### src/rx_chunk_footer_deframer_assert.svh
// Assertion macros for the receive chunk deframer.
// Each macro expects clk and rst to be visible where it is used.
`ifndef RX_CHUNK_FOOTER_DEFRAMER_ASSERT_SVH
`define RX_CHUNK_FOOTER_DEFRAMER_ASSERT_SVH

// Condition that must hold at every clock edge outside reset.
`define RCFD_ASSERT_ALWAYS(label, cond, msg) \
  label: assert property (@(posedge clk) disable iff (rst) (cond)) else $error(msg);

// Consequence that must hold in the same cycle as the antecedent.
`define RCFD_ASSERT_IMPL(label, ante, cons, msg) \
  label: assert property (@(posedge clk) disable iff (rst) (ante) |-> (cons)) else $error(msg);

// Consequence that must hold in the cycle after the antecedent.
`define RCFD_ASSERT_NEXT(label, ante, cons, msg) \
  label: assert property (@(posedge clk) disable iff (rst) (ante) |=> (cons)) else $error(msg);

`endif

### src/rcfd_pkg.sv
package rcfd_pkg;

  // Default chunk size limit in words.
  localparam int MAX_CHUNK_WORDS_DEF = 16;

  // Field widths.
  localparam int WORD_W = 32;
  localparam int PB_W   = 7;
  localparam int WCNT_W = 5;
  localparam int BYTE_W = 7;
  localparam int NB_W   = 3;
  localparam int ERR_W  = 3;
  localparam int STAT_W = 5;

  // Register reset value: 64-byte chunks.
  localparam logic [PB_W-1:0] PB_RESET = 7'd64;

  // Two buffer banks, one per queued job.
  localparam int BANKS  = 2;
  localparam int QPTR_W = 1;
  localparam int QCNT_W = 2;

  // Footer bit positions.
  localparam int FT_EXST   = 31;
  localparam int FT_SYNC   = 29;
  localparam int FT_RCA_HI = 28;
  localparam int FT_RCA_LO = 24;
  localparam int FT_DV     = 21;
  localparam int FT_SV     = 20;
  localparam int FT_SWO_HI = 19;
  localparam int FT_SWO_LO = 16;
  localparam int FT_FD     = 15;
  localparam int FT_EV     = 14;
  localparam int FT_EBO_HI = 13;
  localparam int FT_EBO_LO = 8;
  localparam int FT_TXC_HI = 5;
  localparam int FT_TXC_LO = 1;

  // Result error codes.
  typedef enum logic [ERR_W-1:0] {
    ERR_NONE    = 3'd0,
    ERR_PARITY  = 3'd1,
    ERR_NOSYNC  = 3'd2,
    ERR_NODATA  = 3'd3,
    ERR_DISCARD = 3'd4
  } err_t;

  // One contiguous run of bytes to send from a buffered chunk.
  typedef struct packed {
    logic [BYTE_W-1:0] off;
    logic [BYTE_W-1:0] len;
    logic              st;
    logic              en;
  } part_t;

  // Work handed from the front end to the back end for one footer.
  typedef struct packed {
    err_t              err;
    part_t             a;
    part_t             b;
    logic              bank;
    logic [STAT_W-1:0] rx_available;
    logic [STAT_W-1:0] tx_credits;
    logic              extended_status;
    logic              synced;
  } job_t;

  // Back end sequencer states.
  typedef enum logic [1:0] {
    BK_IDLE,
    BK_CHECK,
    BK_EMIT
  } bk_state_t;

endpackage

### src/rcfd_in_if.sv
interface rcfd_in_if;
  import rcfd_pkg::*;

  logic              valid;
  logic              ready;
  logic [WORD_W-1:0] chunk_word;

  modport source (output valid, output chunk_word, input ready);
  modport sink (input valid, input chunk_word, output ready);
endinterface

### src/rcfd_out_if.sv
interface rcfd_out_if;
  import rcfd_pkg::*;

  logic              valid;
  logic              ready;
  logic [WORD_W-1:0] data_word;
  logic [NB_W-1:0]   bytes_valid;
  logic              frame_start;
  logic              frame_end;
  logic [ERR_W-1:0]  error_code;
  logic              last;
  logic [STAT_W-1:0] rx_available;
  logic [STAT_W-1:0] tx_credits;
  logic              extended_status;
  logic              synced;

  modport source (
    output valid, output data_word, output bytes_valid, output frame_start,
    output frame_end, output error_code, output last, output rx_available,
    output tx_credits, output extended_status, output synced,
    input ready
  );
  modport sink (
    input valid, input data_word, input bytes_valid, input frame_start,
    input frame_end, input error_code, input last, input rx_available,
    input tx_credits, input extended_status, input synced,
    output ready
  );
endinterface

### src/rcfd_buf.sv
module rcfd_buf #(
  parameter int MAX_CHUNK_WORDS = rcfd_pkg::MAX_CHUNK_WORDS_DEF
) (
  input  logic                                       clk,
  input  logic                                       wr_en,
  input  logic [$clog2(MAX_CHUNK_WORDS):0]           wr_addr,
  input  logic [rcfd_pkg::WORD_W-1:0]                wr_data,
  input  logic                                       rd_en,
  input  logic [$clog2(MAX_CHUNK_WORDS):0]           rd_addr,
  output logic [rcfd_pkg::WORD_W-1:0]                rd_data
);
  import rcfd_pkg::*;

  localparam int IDX_W = $clog2(MAX_CHUNK_WORDS);
  localparam int DEPTH = BANKS << IDX_W;

  logic [WORD_W-1:0] mem [DEPTH];

  // Write port, driven by the front end.
  always_ff @(posedge clk) begin
    if (wr_en) begin
      mem[wr_addr] <= wr_data;
    end
  end

  // Registered read port, driven by the back end.
  always_ff @(posedge clk) begin
    if (rd_en) begin
      rd_data <= mem[rd_addr];
    end
  end
endmodule

### src/rcfd_queue.sv
module rcfd_queue (
  input  logic                        clk,
  input  logic                        rst,
  input  logic                        push,
  input  rcfd_pkg::job_t              push_job,
  input  logic                        pop,
  output rcfd_pkg::job_t              head,
  output logic [rcfd_pkg::QCNT_W-1:0] count
);
  import rcfd_pkg::*;

  job_t              entries [BANKS];
  logic [QPTR_W-1:0] wr_ptr;
  logic [QPTR_W-1:0] rd_ptr;

  // Pointers and fill level.
  always_ff @(posedge clk) begin
    if (rst) begin
      wr_ptr <= '0;
      rd_ptr <= '0;
      count  <= '0;
    end else begin
      if (push) begin
        wr_ptr <= wr_ptr + 1'b1;
      end
      if (pop) begin
        rd_ptr <= rd_ptr + 1'b1;
      end
      count <= count + QCNT_W'(push) - QCNT_W'(pop);
    end
  end

  // Job storage.
  always_ff @(posedge clk) begin
    if (push) begin
      entries[wr_ptr] <= push_job;
    end
  end

  assign head = entries[rd_ptr];
endmodule

### src/rcfd_front.sv
module rcfd_front #(
  parameter int MAX_CHUNK_WORDS = rcfd_pkg::MAX_CHUNK_WORDS_DEF
) (
  input  logic                              clk,
  input  logic                              rst,
  input  logic                              cfg_write,
  input  logic [rcfd_pkg::PB_W-1:0]         cfg_data,
  rcfd_in_if.sink                           in_ch,
  input  logic [rcfd_pkg::QCNT_W-1:0]       q_count,
  output logic                              wr_en,
  output logic [$clog2(MAX_CHUNK_WORDS):0]  wr_addr,
  output logic [rcfd_pkg::WORD_W-1:0]       wr_data,
  output logic                              push,
  output rcfd_pkg::job_t                    push_job
);
  import rcfd_pkg::*;

  localparam int IDX_W = $clog2(MAX_CHUNK_WORDS);

  logic [PB_W-1:0]   payload_bytes;
  logic [WCNT_W-1:0] word_counter;
  logic              bank;
  logic [STAT_W-1:0] rx_chunks_available;
  logic [STAT_W-1:0] tx_credit_count;
  logic              ext_status_flag;
  logic              sync_flag;

  logic [WCNT_W-1:0] words_raw;
  logic [WCNT_W-1:0] words;
  logic [BYTE_W-1:0] cps;
  logic              accept;
  logic              is_footer;
  logic [WORD_W-1:0] w;
  logic              par_ok;
  logic              f_sv;
  logic              f_ev;
  logic [BYTE_W-1:0] sbo;
  logic [BYTE_W-1:0] ebo;
  logic [BYTE_W-1:0] sbo_c;
  logic [BYTE_W-1:0] ebo_c;

  // Chunk size in words, held within the supported range.
  always_comb begin
    words_raw = payload_bytes[PB_W-1:2];
    if (words_raw < WCNT_W'(2)) begin
      words = WCNT_W'(2);
    end else if (words_raw > WCNT_W'(MAX_CHUNK_WORDS)) begin
      words = WCNT_W'(MAX_CHUNK_WORDS);
    end else begin
      words = words_raw;
    end
  end

  assign cps = {words, 2'b00};

  // Handshake: stall while both buffer banks hold unfinished chunks.
  assign in_ch.ready = (q_count < QCNT_W'(BANKS));
  assign accept      = in_ch.valid & in_ch.ready;
  assign is_footer   = !(word_counter < words);
  assign w           = in_ch.chunk_word;

  // Payload words go straight into the current bank.
  assign wr_en   = accept & !is_footer;
  assign wr_addr = {bank, word_counter[IDX_W-1:0]};
  assign wr_data = w;
  assign push    = accept & is_footer;

  // Footer decode: offsets, clipping and the error ladder.
  assign par_ok = ^w;
  assign f_sv   = w[FT_SV];
  assign f_ev   = w[FT_EV];
  assign sbo    = {1'b0, w[FT_SWO_HI:FT_SWO_LO], 2'b00};
  assign ebo    = {1'b0, w[FT_EBO_HI:FT_EBO_LO]} + BYTE_W'(1);
  assign sbo_c  = (sbo > cps) ? cps : sbo;
  assign ebo_c  = (ebo > cps) ? cps : ebo;

  always_comb begin
    push_job      = '0;
    push_job.bank = bank;

    // Status as it stands after this footer.
    if (par_ok) begin
      push_job.rx_available    = w[FT_RCA_HI:FT_RCA_LO];
      push_job.tx_credits      = w[FT_TXC_HI:FT_TXC_LO];
      push_job.extended_status = w[FT_EXST];
      push_job.synced          = w[FT_SYNC];
    end else begin
      push_job.rx_available    = rx_chunks_available;
      push_job.tx_credits      = tx_credit_count;
      push_job.extended_status = ext_status_flag;
      push_job.synced          = sync_flag;
    end

    if (!par_ok) begin
      push_job.err = ERR_PARITY;
    end else if (!w[FT_SYNC]) begin
      push_job.err = ERR_NOSYNC;
    end else if (!w[FT_DV]) begin
      push_job.err = ERR_NODATA;
    end else if (f_ev && w[FT_FD]) begin
      push_job.err = ERR_DISCARD;
    end else begin
      push_job.err = ERR_NONE;
    end

    // Split the chunk into at most two runs, the ending one first.
    if (f_sv && f_ev && !(ebo > sbo)) begin
      push_job.a = '{off: '0, len: ebo_c, st: 1'b0, en: 1'b1};
      push_job.b = '{off: sbo_c, len: cps - sbo_c, st: 1'b1, en: 1'b0};
    end else if (f_sv && f_ev) begin
      push_job.a = '{off: sbo_c, len: (ebo_c > sbo_c) ? ebo_c - sbo_c : '0,
                     st: 1'b1, en: 1'b1};
    end else if (f_sv) begin
      push_job.a = '{off: sbo_c, len: cps - sbo_c, st: 1'b1, en: 1'b0};
    end else if (f_ev) begin
      push_job.a = '{off: '0, len: ebo_c, st: 1'b0, en: 1'b1};
    end else begin
      push_job.a = '{off: '0, len: cps, st: 1'b0, en: 1'b0};
    end
  end

  // Configuration, word count, bank select and tracked status.
  always_ff @(posedge clk) begin
    if (rst) begin
      payload_bytes       <= PB_RESET;
      word_counter        <= '0;
      bank                <= 1'b0;
      rx_chunks_available <= '0;
      tx_credit_count     <= '0;
      ext_status_flag     <= 1'b0;
      sync_flag           <= 1'b0;
    end else begin
      if (cfg_write) begin
        payload_bytes <= cfg_data;
      end
      if (accept) begin
        word_counter <= is_footer ? '0 : word_counter + WCNT_W'(1);
      end
      if (push) begin
        bank <= ~bank;
        if (par_ok) begin
          rx_chunks_available <= w[FT_RCA_HI:FT_RCA_LO];
          tx_credit_count     <= w[FT_TXC_HI:FT_TXC_LO];
          ext_status_flag     <= w[FT_EXST];
          sync_flag           <= w[FT_SYNC];
        end
      end
    end
  end
endmodule

### src/rcfd_back.sv
module rcfd_back #(
  parameter int MAX_CHUNK_WORDS = rcfd_pkg::MAX_CHUNK_WORDS_DEF
) (
  input  logic                              clk,
  input  logic                              rst,
  input  logic [rcfd_pkg::QCNT_W-1:0]       q_count,
  input  rcfd_pkg::job_t                    head,
  output logic                              pop,
  output logic                              rd_en,
  output logic [$clog2(MAX_CHUNK_WORDS):0]  rd_addr,
  input  logic [rcfd_pkg::WORD_W-1:0]       rd_data,
  rcfd_out_if.source                        out_ch
);
  import rcfd_pkg::*;

  localparam int IDX_W = $clog2(MAX_CHUNK_WORDS);

  bk_state_t         state;
  bk_state_t         state_next;
  logic              phase;
  logic              first;
  logic [IDX_W-1:0]  idx;
  logic [BYTE_W-1:0] left;
  err_t              o_err;
  logic [NB_W-1:0]   o_nb;
  logic              o_st;
  logic              o_en;
  logic              o_last;

  logic              q_nonempty;
  part_t             part;
  logic [NB_W-1:0]   nb;
  logic [BYTE_W-1:0] left_n;
  logic [WORD_W-1:0] mask;

  assign q_nonempty = (q_count != '0);
  assign part       = phase ? head.b : head.a;
  assign nb         = (left > BYTE_W'(4)) ? NB_W'(4) : left[NB_W-1:0];
  assign left_n     = left - BYTE_W'(nb);
  assign rd_addr    = {head.bank, idx};

  // Next state.
  always_comb begin
    state_next = state;
    unique case (state)
      BK_IDLE: begin
        if (q_nonempty) begin
          state_next = (head.err != ERR_NONE) ? BK_EMIT : BK_CHECK;
        end
      end
      BK_CHECK: begin
        if (left == '0) begin
          state_next = phase ? BK_IDLE : BK_CHECK;
        end else begin
          state_next = BK_EMIT;
        end
      end
      BK_EMIT: begin
        if (out_ch.ready) begin
          state_next = o_last ? BK_IDLE : BK_CHECK;
        end
      end
      default: state_next = BK_IDLE;
    endcase
  end

  // Control outputs.
  always_comb begin
    pop          = 1'b0;
    rd_en        = 1'b0;
    out_ch.valid = 1'b0;
    unique case (state)
      BK_IDLE: ;
      BK_CHECK: begin
        rd_en = (left != '0);
        pop   = (left == '0) && phase;
      end
      BK_EMIT: begin
        out_ch.valid = 1'b1;
        pop          = out_ch.ready && o_last;
      end
      default: ;
    endcase
  end

  always_ff @(posedge clk) begin
    if (rst) begin
      state <= BK_IDLE;
    end else begin
      state <= state_next;
    end
  end

  // Walk the runs of the head job one word at a time.
  always_ff @(posedge clk) begin
    case (state)
      BK_IDLE: begin
        if (q_nonempty) begin
          phase <= 1'b0;
          if (head.err != ERR_NONE) begin
            o_err  <= head.err;
            o_nb   <= '0;
            o_st   <= 1'b0;
            o_en   <= 1'b0;
            o_last <= 1'b1;
          end else begin
            idx   <= head.a.off[IDX_W+1:2];
            left  <= head.a.len;
            first <= 1'b1;
          end
        end
      end
      BK_CHECK: begin
        if (left == '0) begin
          if (!phase) begin
            phase <= 1'b1;
            idx   <= head.b.off[IDX_W+1:2];
            left  <= head.b.len;
            first <= 1'b1;
          end
        end else begin
          o_err  <= ERR_NONE;
          o_nb   <= nb;
          o_st   <= first & part.st;
          o_en   <= (left_n == '0) & part.en;
          o_last <= (left_n == '0) & (phase | (head.b.len == '0));
          left   <= left_n;
          idx    <= idx + IDX_W'(1);
          first  <= 1'b0;
        end
      end
      default: ;
    endcase
  end

  // Keep only the leading valid bytes.
  always_comb begin
    case (o_nb)
      3'd1:    mask = 32'hFF00_0000;
      3'd2:    mask = 32'hFFFF_0000;
      3'd3:    mask = 32'hFFFF_FF00;
      default: mask = 32'hFFFF_FFFF;
    endcase
  end

  // Result payload.
  assign out_ch.data_word       = (o_err != ERR_NONE) ? '0 : (rd_data & mask);
  assign out_ch.bytes_valid     = o_nb;
  assign out_ch.frame_start     = o_st;
  assign out_ch.frame_end       = o_en;
  assign out_ch.error_code      = o_err;
  assign out_ch.last            = o_last;
  assign out_ch.rx_available    = head.rx_available;
  assign out_ch.tx_credits      = head.tx_credits;
  assign out_ch.extended_status = head.extended_status;
  assign out_ch.synced          = head.synced;
endmodule

### src/rx_chunk_footer_deframer.sv
// Receive data chunk deframer. Payload words are written into one of two
// buffer banks as they arrive; the footer word closes the chunk, is checked
// for odd parity, SYNC, DV and frame discard, and queues a job for the
// output side, which then sends the chunk's frame words (start offset and
// end byte applied, marks set) or one error result. A job is started from
// the idle state; each result word is read from the buffer and then
// presented, and is held until it is taken. A chunk that ends one frame
// and starts the next takes an extra check step to move to its second run.
// Input is stalled only while both banks hold chunks whose results are not
// yet all taken. The buffer needs no clearing after reset; payload_bytes may
// be changed only while the block is idle.
`include "rx_chunk_footer_deframer_assert.svh"

module rx_chunk_footer_deframer #(
  parameter int MAX_CHUNK_WORDS = rcfd_pkg::MAX_CHUNK_WORDS_DEF
) (
  input  logic                      clk,
  input  logic                      rst,
  input  logic                      cfg_write,
  input  logic [rcfd_pkg::PB_W-1:0] cfg_data,
  rcfd_in_if.sink                   in_ch,
  rcfd_out_if.source                out_ch
);
  import rcfd_pkg::*;

  localparam int ADDR_W = $clog2(MAX_CHUNK_WORDS) + 1;

  logic              wr_en;
  logic [ADDR_W-1:0] wr_addr;
  logic [WORD_W-1:0] wr_data;
  logic              rd_en;
  logic [ADDR_W-1:0] rd_addr;
  logic [WORD_W-1:0] rd_data;
  logic              push;
  job_t              push_job;
  logic              pop;
  job_t              head;
  logic [QCNT_W-1:0] q_count;

  // Front end: takes words, fills the buffer, decodes footers.
  rcfd_front #(
    .MAX_CHUNK_WORDS(MAX_CHUNK_WORDS)
  ) u_front (
    .clk      (clk),
    .rst      (rst),
    .cfg_write(cfg_write),
    .cfg_data (cfg_data),
    .in_ch    (in_ch),
    .q_count  (q_count),
    .wr_en    (wr_en),
    .wr_addr  (wr_addr),
    .wr_data  (wr_data),
    .push     (push),
    .push_job (push_job)
  );

  // Two-bank payload buffer.
  rcfd_buf #(
    .MAX_CHUNK_WORDS(MAX_CHUNK_WORDS)
  ) u_buf (
    .clk    (clk),
    .wr_en  (wr_en),
    .wr_addr(wr_addr),
    .wr_data(wr_data),
    .rd_en  (rd_en),
    .rd_addr(rd_addr),
    .rd_data(rd_data)
  );

  // Job queue between the two sides.
  rcfd_queue u_queue (
    .clk     (clk),
    .rst     (rst),
    .push    (push),
    .push_job(push_job),
    .pop     (pop),
    .head    (head),
    .count   (q_count)
  );

  // Back end: sends the results of each job.
  rcfd_back #(
    .MAX_CHUNK_WORDS(MAX_CHUNK_WORDS)
  ) u_back (
    .clk    (clk),
    .rst    (rst),
    .q_count(q_count),
    .head   (head),
    .pop    (pop),
    .rd_en  (rd_en),
    .rd_addr(rd_addr),
    .rd_data(rd_data),
    .out_ch (out_ch)
  );

  // Checks.
  `RCFD_ASSERT_ALWAYS(a_queue_bound, q_count <= QCNT_W'(BANKS), "job queue overflow")
  `RCFD_ASSERT_IMPL(a_err_alone, out_ch.valid && (out_ch.error_code != ERR_NONE), out_ch.last && (out_ch.bytes_valid == '0) && (out_ch.data_word == '0), "error result malformed")
  `RCFD_ASSERT_IMPL(a_ok_bytes, out_ch.valid && (out_ch.error_code == ERR_NONE), (out_ch.bytes_valid != '0) && (out_ch.bytes_valid <= 3'd4), "data result byte count out of range")
  `RCFD_ASSERT_NEXT(a_stall_keeps_job, out_ch.valid && !out_ch.ready, q_count >= $past(q_count), "job released while result stalled")
endmodule
### src/flat_wrapper.sv
// flat-port wrapper written by rule: the top's interface ports become plain ports
module rx_chunk_footer_deframer_flat import rcfd_pkg::*;
#(
  parameter int MAX_CHUNK_WORDS = rcfd_pkg::MAX_CHUNK_WORDS_DEF
)
  (clk, rst, cfg_write, cfg_data, in_ch_valid, in_ch_chunk_word, in_ch_ready, out_ch_valid, out_ch_data_word, out_ch_bytes_valid, out_ch_frame_start, out_ch_frame_end, out_ch_error_code, out_ch_last, out_ch_rx_available, out_ch_tx_credits, out_ch_extended_status, out_ch_synced, out_ch_ready);
  rcfd_in_if in_ch_i ();
  rcfd_out_if out_ch_i ();
  input  logic clk;
  input  logic rst;
  input  logic cfg_write;
  input  logic [rcfd_pkg::PB_W-1:0] cfg_data;
  input wire logic [$bits(in_ch_i.valid)-1:0] in_ch_valid;
  input wire logic [$bits(in_ch_i.chunk_word)-1:0] in_ch_chunk_word;
  output wire logic [$bits(in_ch_i.ready)-1:0] in_ch_ready;
  output wire logic [$bits(out_ch_i.valid)-1:0] out_ch_valid;
  output wire logic [$bits(out_ch_i.data_word)-1:0] out_ch_data_word;
  output wire logic [$bits(out_ch_i.bytes_valid)-1:0] out_ch_bytes_valid;
  output wire logic [$bits(out_ch_i.frame_start)-1:0] out_ch_frame_start;
  output wire logic [$bits(out_ch_i.frame_end)-1:0] out_ch_frame_end;
  output wire logic [$bits(out_ch_i.error_code)-1:0] out_ch_error_code;
  output wire logic [$bits(out_ch_i.last)-1:0] out_ch_last;
  output wire logic [$bits(out_ch_i.rx_available)-1:0] out_ch_rx_available;
  output wire logic [$bits(out_ch_i.tx_credits)-1:0] out_ch_tx_credits;
  output wire logic [$bits(out_ch_i.extended_status)-1:0] out_ch_extended_status;
  output wire logic [$bits(out_ch_i.synced)-1:0] out_ch_synced;
  input wire logic [$bits(out_ch_i.ready)-1:0] out_ch_ready;
  assign in_ch_i.valid = in_ch_valid;
  assign in_ch_i.chunk_word = in_ch_chunk_word;
  assign in_ch_ready = in_ch_i.ready;
  assign out_ch_valid = out_ch_i.valid;
  assign out_ch_data_word = out_ch_i.data_word;
  assign out_ch_bytes_valid = out_ch_i.bytes_valid;
  assign out_ch_frame_start = out_ch_i.frame_start;
  assign out_ch_frame_end = out_ch_i.frame_end;
  assign out_ch_error_code = out_ch_i.error_code;
  assign out_ch_last = out_ch_i.last;
  assign out_ch_rx_available = out_ch_i.rx_available;
  assign out_ch_tx_credits = out_ch_i.tx_credits;
  assign out_ch_extended_status = out_ch_i.extended_status;
  assign out_ch_synced = out_ch_i.synced;
  assign out_ch_i.ready = out_ch_ready;
  rx_chunk_footer_deframer #(.MAX_CHUNK_WORDS(MAX_CHUNK_WORDS)) u_core (.clk(clk), .rst(rst), .cfg_write(cfg_write), .cfg_data(cfg_data), .in_ch(in_ch_i), .out_ch(out_ch_i));
endmodule
### config.mk
export PLATFORM = sky130hd
export DESIGN_NAME = rx_chunk_footer_deframer_flat
export DESIGN_NICKNAME = d
export VERILOG_FILES = /design/src/rcfd_pkg.sv /design/src/rcfd_in_if.sv /design/src/rcfd_out_if.sv /design/src/rcfd_buf.sv /design/src/rcfd_queue.sv /design/src/rcfd_front.sv /design/src/rcfd_back.sv /design/src/rx_chunk_footer_deframer.sv /design/src/flat_wrapper.sv
export VERILOG_INCLUDE_DIRS = /design/src /design/src/src
export SDC_FILE = /design/constraint.sdc
export NUM_CORES = 1
export LEC_CHECK = 0
export BUFFER_PORTS_ARGS = -buffer_cell sky130_fd_sc_hd__buf_4
export CAP_MARGIN = 10
export CELL_PAD_IN_SITES_DETAIL_PLACEMENT = 0
export CELL_PAD_IN_SITES_GLOBAL_PLACEMENT = 2
export CORE_MARGIN = 2
export CORE_UTILIZATION = 25
export DETAILED_ROUTE_END_ITERATION = 8
export PLACE_DENSITY = 0.46
export SYNTH_ARGS = -nofsm -noshare
export SYNTH_HDL_FRONTEND = slang
export SYNTH_SLANG_ARGS = --single-unit
### constraint.sdc
create_clock -name clk -period 6.1 [get_ports clk]
set_clock_uncertainty 0.2 [all_clocks]
set_input_delay 1.525 -clock clk [delete_from_list [all_inputs] [get_ports clk]]
set_output_delay 1.525 -clock clk [all_outputs]
set_load 0.01 [all_outputs]
# Word-level counts from Yosys, hierarchy flattened
# Memory sizes are Yosys's and may differ from the RTL's. A register that Yosys moved wholly into a read port is not among the register bits.
# Index checks and enable logic that the tools add are counted.
# totals
ff_bits	53
latch_bits	0
ramBits	1120
mem_bits_ro	0
inputBits	44
word_cells	156
n_memories	2
# memory_table
name	words	width	read_ports	rd_ports_with_merged_regs	write_ports	line_no	text
u_core.u_buf.mem	32	32	1	1	1	rcfd_buf.sv:17	logic [WORD_W-1:0] mem [DEPTH];
u_core.u_queue.entries	2	48	1	1	1	rcfd_queue.sv:12	job_t entries [BANKS];
# classes
n_addsub	10
mul	0
div_mod_pow	0
n_lt_le_gt_ge	9
eq_ne	12
shift	0
mux	72
n_bitwise	9
n_reduce_logical	22
# op_table
op	n
24-bit one-hot mux with 3 select lines	1
16-bit 2-to-1 mux	4
7-bit 2-to-1 mux	7
3-bit 2-to-1 mux	11
32-bit AND	1
32-bit 2-to-1 mux	1
32-bit parity	1
1-bit 2-to-1 mux	23
7-bit zero test	3
4-bit 2-to-1 mux	4
5-bit 2-to-1 mux	3
7-bit > comparator	2
7-bit one-hot mux with 2 select lines	1
7-bit subtractor	2
12-bit 2-to-1 mux	1
2-bit inequality test (second input constant)	6
1-bit one-hot mux with 2 select lines	6
3-bit one-hot mux with 2 select lines	2
2-bit 2-to-1 mux	5
9-bit 2-to-1 mux	1
4-bit one-hot mux with 2 select lines	1
4-bit AND reduction	2
6-bit by 1-bit adder with 7-bit output (second input constant)	1
6-bit by 7-bit > comparator with 1-bit output	1
other kinds (29)	44

# Depth between registers and ports, before layout
# logic_depth
ltp_word	9
mapped_depth	20

# Cells and area by module
# A second synthesis with hierarchy kept.
# hier_totals
cells_unflattened	3005
hier_area_um2	49441.2
# modules_own_cells
module	instances	cells_per_inst	area_each_um2	seq_area_each_um2
rcfd_buf	1	2260	40812.9	31710.4
rcfd_queue	1	168	3748.6	2982.9
rcfd_front	1	371	2969.1	460.4
rcfd_back	1	206	1910.6	700.7

# Worst setup path before layout
# Ideal clock, no wire load.
# synth_path
path_kind	input port to flip-flop
start	in in_ch_chunk_word[8]
end	mem u_core.u_queue.entries[0][34] in the netlist's numbering (data pin)
setup_time_ns	0.279
arrival_time_ns	4.730
t_required_ns	5.621
setup_slack_ns	0.891
cell_stages	15
n_path_buf	1
cell_sequence	ha_1 -> and3_1 -> clkbuf_1 -> ha_1 -> a21oi_1 -> o21ai_0 -> o22ai_1 -> mux2_2 -> ha_1 -> nor2b_1 -> o21ai_0 -> a21boi_0 -> o21a_1 -> o21ai_0 -> o21ai_0
# synth_lines
item	line_no	text
from (decl)	flat_wrapper.sv:14	input wire logic [$bits(in_ch_i.chunk_word)-1:0] in_ch_chunk_word;
to (decl)	rcfd_queue.sv:12	

==> key figures <==
Status
  • Result of the run: finished, final reports clean

Job
  • Maximum Capacitance Violations: 0

Global routing
  • Met2 layer usage reported by global route: 23.6%
  • Met3 layer usage reported by global route: 3.13%
  • First-pass GRT wire length: 191,000 µm
  • Remaining global-route overflow: 0
  • Via count of the first global-routing pass: 24,300
  • Most Used Layer, Global Route: met2
  • All-layer global routing usage: 14.2%
  • Grt met1 use: 18.7%
  • Antenna violations before repair: 7
  • Largest net degree at the start of global routing: 96

Drt
  • Post-DRT Antenna Nets: 0
  • Post-detailed-routing wire length: 136,000 µm
  • DR iter-0 viols: 1,622
  • Avg Vias per Cell: 4.53
  • Pre-antenna DRT Iters: 5
  • DRC errors left: 0
  • Detail-routed net length per standard cell: 27.1 µm
  • Number of vias after detailed routing: 22,800

Yosys
  • Synthesized instance count: 2,214
  • Flops & latches, synth: 1,186
  • Leading cell types by total area after synthesis: edfxtp_1 74%, mux4_2 15%, mux2_2 1.5%
  • Mux contribution to synthesized area: 17.2%
  • Portion of the post-synthesis area used by sequential elements: 74.8%
  • Area fraction in and, or, nand and nor cells after synthesis: 2.64%
  • Adder-cell share of the synthesized area: 1.22%
  • Most common library cells after synthesis: 1,156 x edfxtp_1, 320 x mux4_2, 98 x nor2_1, 68 x clkbuf_1, 63 x mux2_2
  • YS warnings: 0
  • Post-synth top flop: edfxtp_1
  • Post-Synth XOR/XNOR Area: 0.946%
  • Combinational family with the most area after synthesis: multiplexers
  • Synth top area share: 73.5%
  • Complex-gate fraction of the synthesized area: 1.73%
  • Asr flop ratio synth: 0%
  • Library cell occupying the most area in the post-synthesis netlist: edfxtp_1
  • Cell area after synthesis: 47,200 µm²
  • Most instantiated library cell after synthesis: edfxtp_1
  • Average instance area after synthesis: 21.3 µm²
  • Post-synth EDFFs: 1,156
  • Netlist cell types: 62

Clock network
  • Inserted Clock Buffers: 137
  • CTS-repair resized insts: 0
  • H-tree lvl count: 4
  • Number of sinks driven by the clock tree: 1,186
  • Hold_buf cts: 0
  • Clock insertion delay at the later pin of the skew report: 0.76 ns
  • Clock-pin slew of the registers on the worst-case setup and hold paths: 0.05 ns
  • Post-CTS Repair Setup Buffers: 0
  • Maximum root-to-sink buffer count: 3
  • CTS root buffer: clkbuf_16
  • Clock tree from TritonCTS: built

Final layout
  • Finished Cell Area: 56,000 µm²
  • Share of the core filled with cells in the final layout: 29.9%
  • Layout cell share with drive strength beyond 1: 31.4%
  • Relative area change from synthesis to final layout: 18.7%
  • NumNets Final: 2,512

Placed design
  • DP HPWL: 78,500 µm
  • Placer congestion estimate: 0.733
  • Number of port buffers: 96
  • Cell area after placement: 51,800 µm²

Worst setup path
  • Type of element launching the critical path: input pin
  • Worst setup path category: in -> reg
  • RR Endpoint: u_core.u_queue.entries[1][37]
  • Cell depth of the worst flop-to-flop path: 16
  • Data arrival time of the critical path: 5.53 ns
  • Type of element capturing the critical path: flop
  • Critical R2R Launch: u_core.u_front.payload_bytes[6]
  • Peak fanout along the critical path: 8
  • Setup slack, reg-to-reg: 1.14 ns
  • Data required time of the worst path: 6.38 ns

STA
  • Share of the clock period used by the worst path after layout: 86.1%
  • Setup repair after global routing missed its margin: false
  • Slew Limit Fails: 0
  • Highest clock rate: 190 MHz
  • Count of final setup violators: 0
  • Relative max-transition margin: 30.8%
  • Transition time at the pin with the least slew margin: 1.04 ns
  • Final hold violation count: 0
  • Crit path time final: 5.25 ns
  • Total negative slack for setup checks: 0 ns

Floorplanning
  • I/O pin count: 99
  • Total number of placement rows: 159
  • Initial Util: 25.2%
  • X dimension of the die: 439 µm
  • Core region area: 188,000 µm²
  • Area of the die: 192,000 µm²
  • Die Span Y: 439 µm

Worst hold path
  • Start point of the worst hold path: u_core.u_front.rx_chunks_available[0]
  • Endpoint, Worst Hold: u_core.u_front.rx_chunks_available[0]
  • Kind of path behind the tightest hold check: reg -> reg
  • Worst Hold Depth: 2

Pwr
  • Static Leakage: 17.5 nW
  • Worst IR Drop VDD: 0.298 mV
  • Power density cells: 389 nW/µm²
-- registers in the layout, summed over array words and instances (netlist names), 2 cells and up, named ones only --
name                                flops
u_core.u_back.idx                       4
u_core.u_front.word_counter             5
u_core.u_back.out_ch.error_code         3
u_core.u_buf.rd_data                   32
u_core.u_front.tx_credit_count          5
u_core.u_back.out_ch.bytes_valid        3
u_core.u_back.left                      7
u_core.u_front.rx_chunks_available      5
u_core.u_back.state                     2
u_core.u_buf.mem                     1024
u_core.u_queue.count                    2
u_core.u_front.payload_bytes            5
u_core.u_queue.entries                 78
-- per-layer routing --
metal | part of all wire, % | wire [µm]
met5 | 0.015 | 21
met4 | 2.1 | 2810
met3 | 4.9 | 6690
met2 | 49 | 67000
met1 | 44 | 59600
-- how the worst max path moves through the flow --
stage / from / endpoint / slack, ns / cells past startpoint
3_3_place_gp: in_ch_chunk_word[8] / u_core.u_queue.entries[0][37] / 0.27 / 16
4_1_cts: in_ch_chunk_word[8] / u_core.u_queue.entries[1][37] / 0.95 / 16
5_1_grt: in_ch_chunk_word[8] / u_core.u_queue.entries[0][37] / 0.49 / 16
2_1_floorplan: in_ch_chunk_word[8] / u_core.u_queue.entries[0][34] / 0.89 / 15
3_5_place_dp: in_ch_chunk_word[8] / u_core.u_queue.entries[1][37] / 0.14 / 16
6_report: in_ch_chunk_word[8] / u_core.u_queue.entries[1][37] / 0.85 / 16
-- final cells by class --
cell class	count	area, µm²
Fill cell	18100	132000
Inverter	34	128
Tap cell	2495	3120
Sequential cell	1186	35300
Multi-Input combinational cell	878	11500
Timing Repair Buffer	186	1670
Antenna cell	7	17.5
Clock buffer	172	3710
Clock inverter	68	566
-- worst max-delay path, cell delays in order --
cell,delay [ns]
buf_4,0.19
ha_1,0.23
nand2_1,0.08
xnor2_1,0.38
ha_1,0.32
a21oi_1,0.16
o21ai_0,0.13
o22ai_1,0.23
buf_4,0.20
mux2_2,0.36
ha_1,0.30
o21ai_0,0.12
a21boi_0,0.28
o21a_1,0.20
o21ai_0,0.18
o41ai_1,0.63
-- where the power goes --
part / internal, mW / switching, mW / total (mW)
logic: 2.15 / 2.37 / 4.52
registers: 9.25 / 0.160 / 9.41
clock network: 4.63 / 3.26 / 7.89
-- stage by stage --
step / power (mW) / setup slack, ns / hold slack (ns) / std cells
3_5_place_dp: 14.2 / 0.139 / 0.265 / 4779
4_1_cts: 22.2 / 0.948 / 0.273 / 5019
2_1_floorplan: 12.6 / 0.891 / 0.224 / 2215
5_1_grt: 22.7 / 0.486 / 0.300 / 5019
6_report: 21.8 / 0.849 / 0.270 / 5026
3_3_place_gp: 14.2 / 0.265 / 0.258 / 4779
-- logic make-up (layout without fill, tap and decap cells) --
kind of cell	count (synthesis)	in the layout
xor+xnor	47	47
simple gates	249	249
mux	405	405
buf+inv	151	460
other cells	1	9
flops	1186	1186
compound gates	130	130
fa+ha+maj	45	45
-- placed cells by master (no fill, tap or decap), drive strengths merged, types with 13 or more instances in the layout --
cell / Yosys / routed
xnor2: 33 / 33
mux4: 320 / 320
a21oi: 37 / 37
or3b: 13 / 13
edfxtp: 1156 / 1156
nor2: 98 / 98
clkinv: 0 / 52
buf: 49 / 186
and2: 35 / 35
o21ai: 32 / 32
ha: 43 / 43
mux2: 63 / 63
dfxtp: 30 / 30
mux2i: 22 / 22
nand2: 36 / 36
inv: 34 / 39
nor2b: 14 / 14
clkbuf: 68 / 172
(Power assumes the default switching activity.)
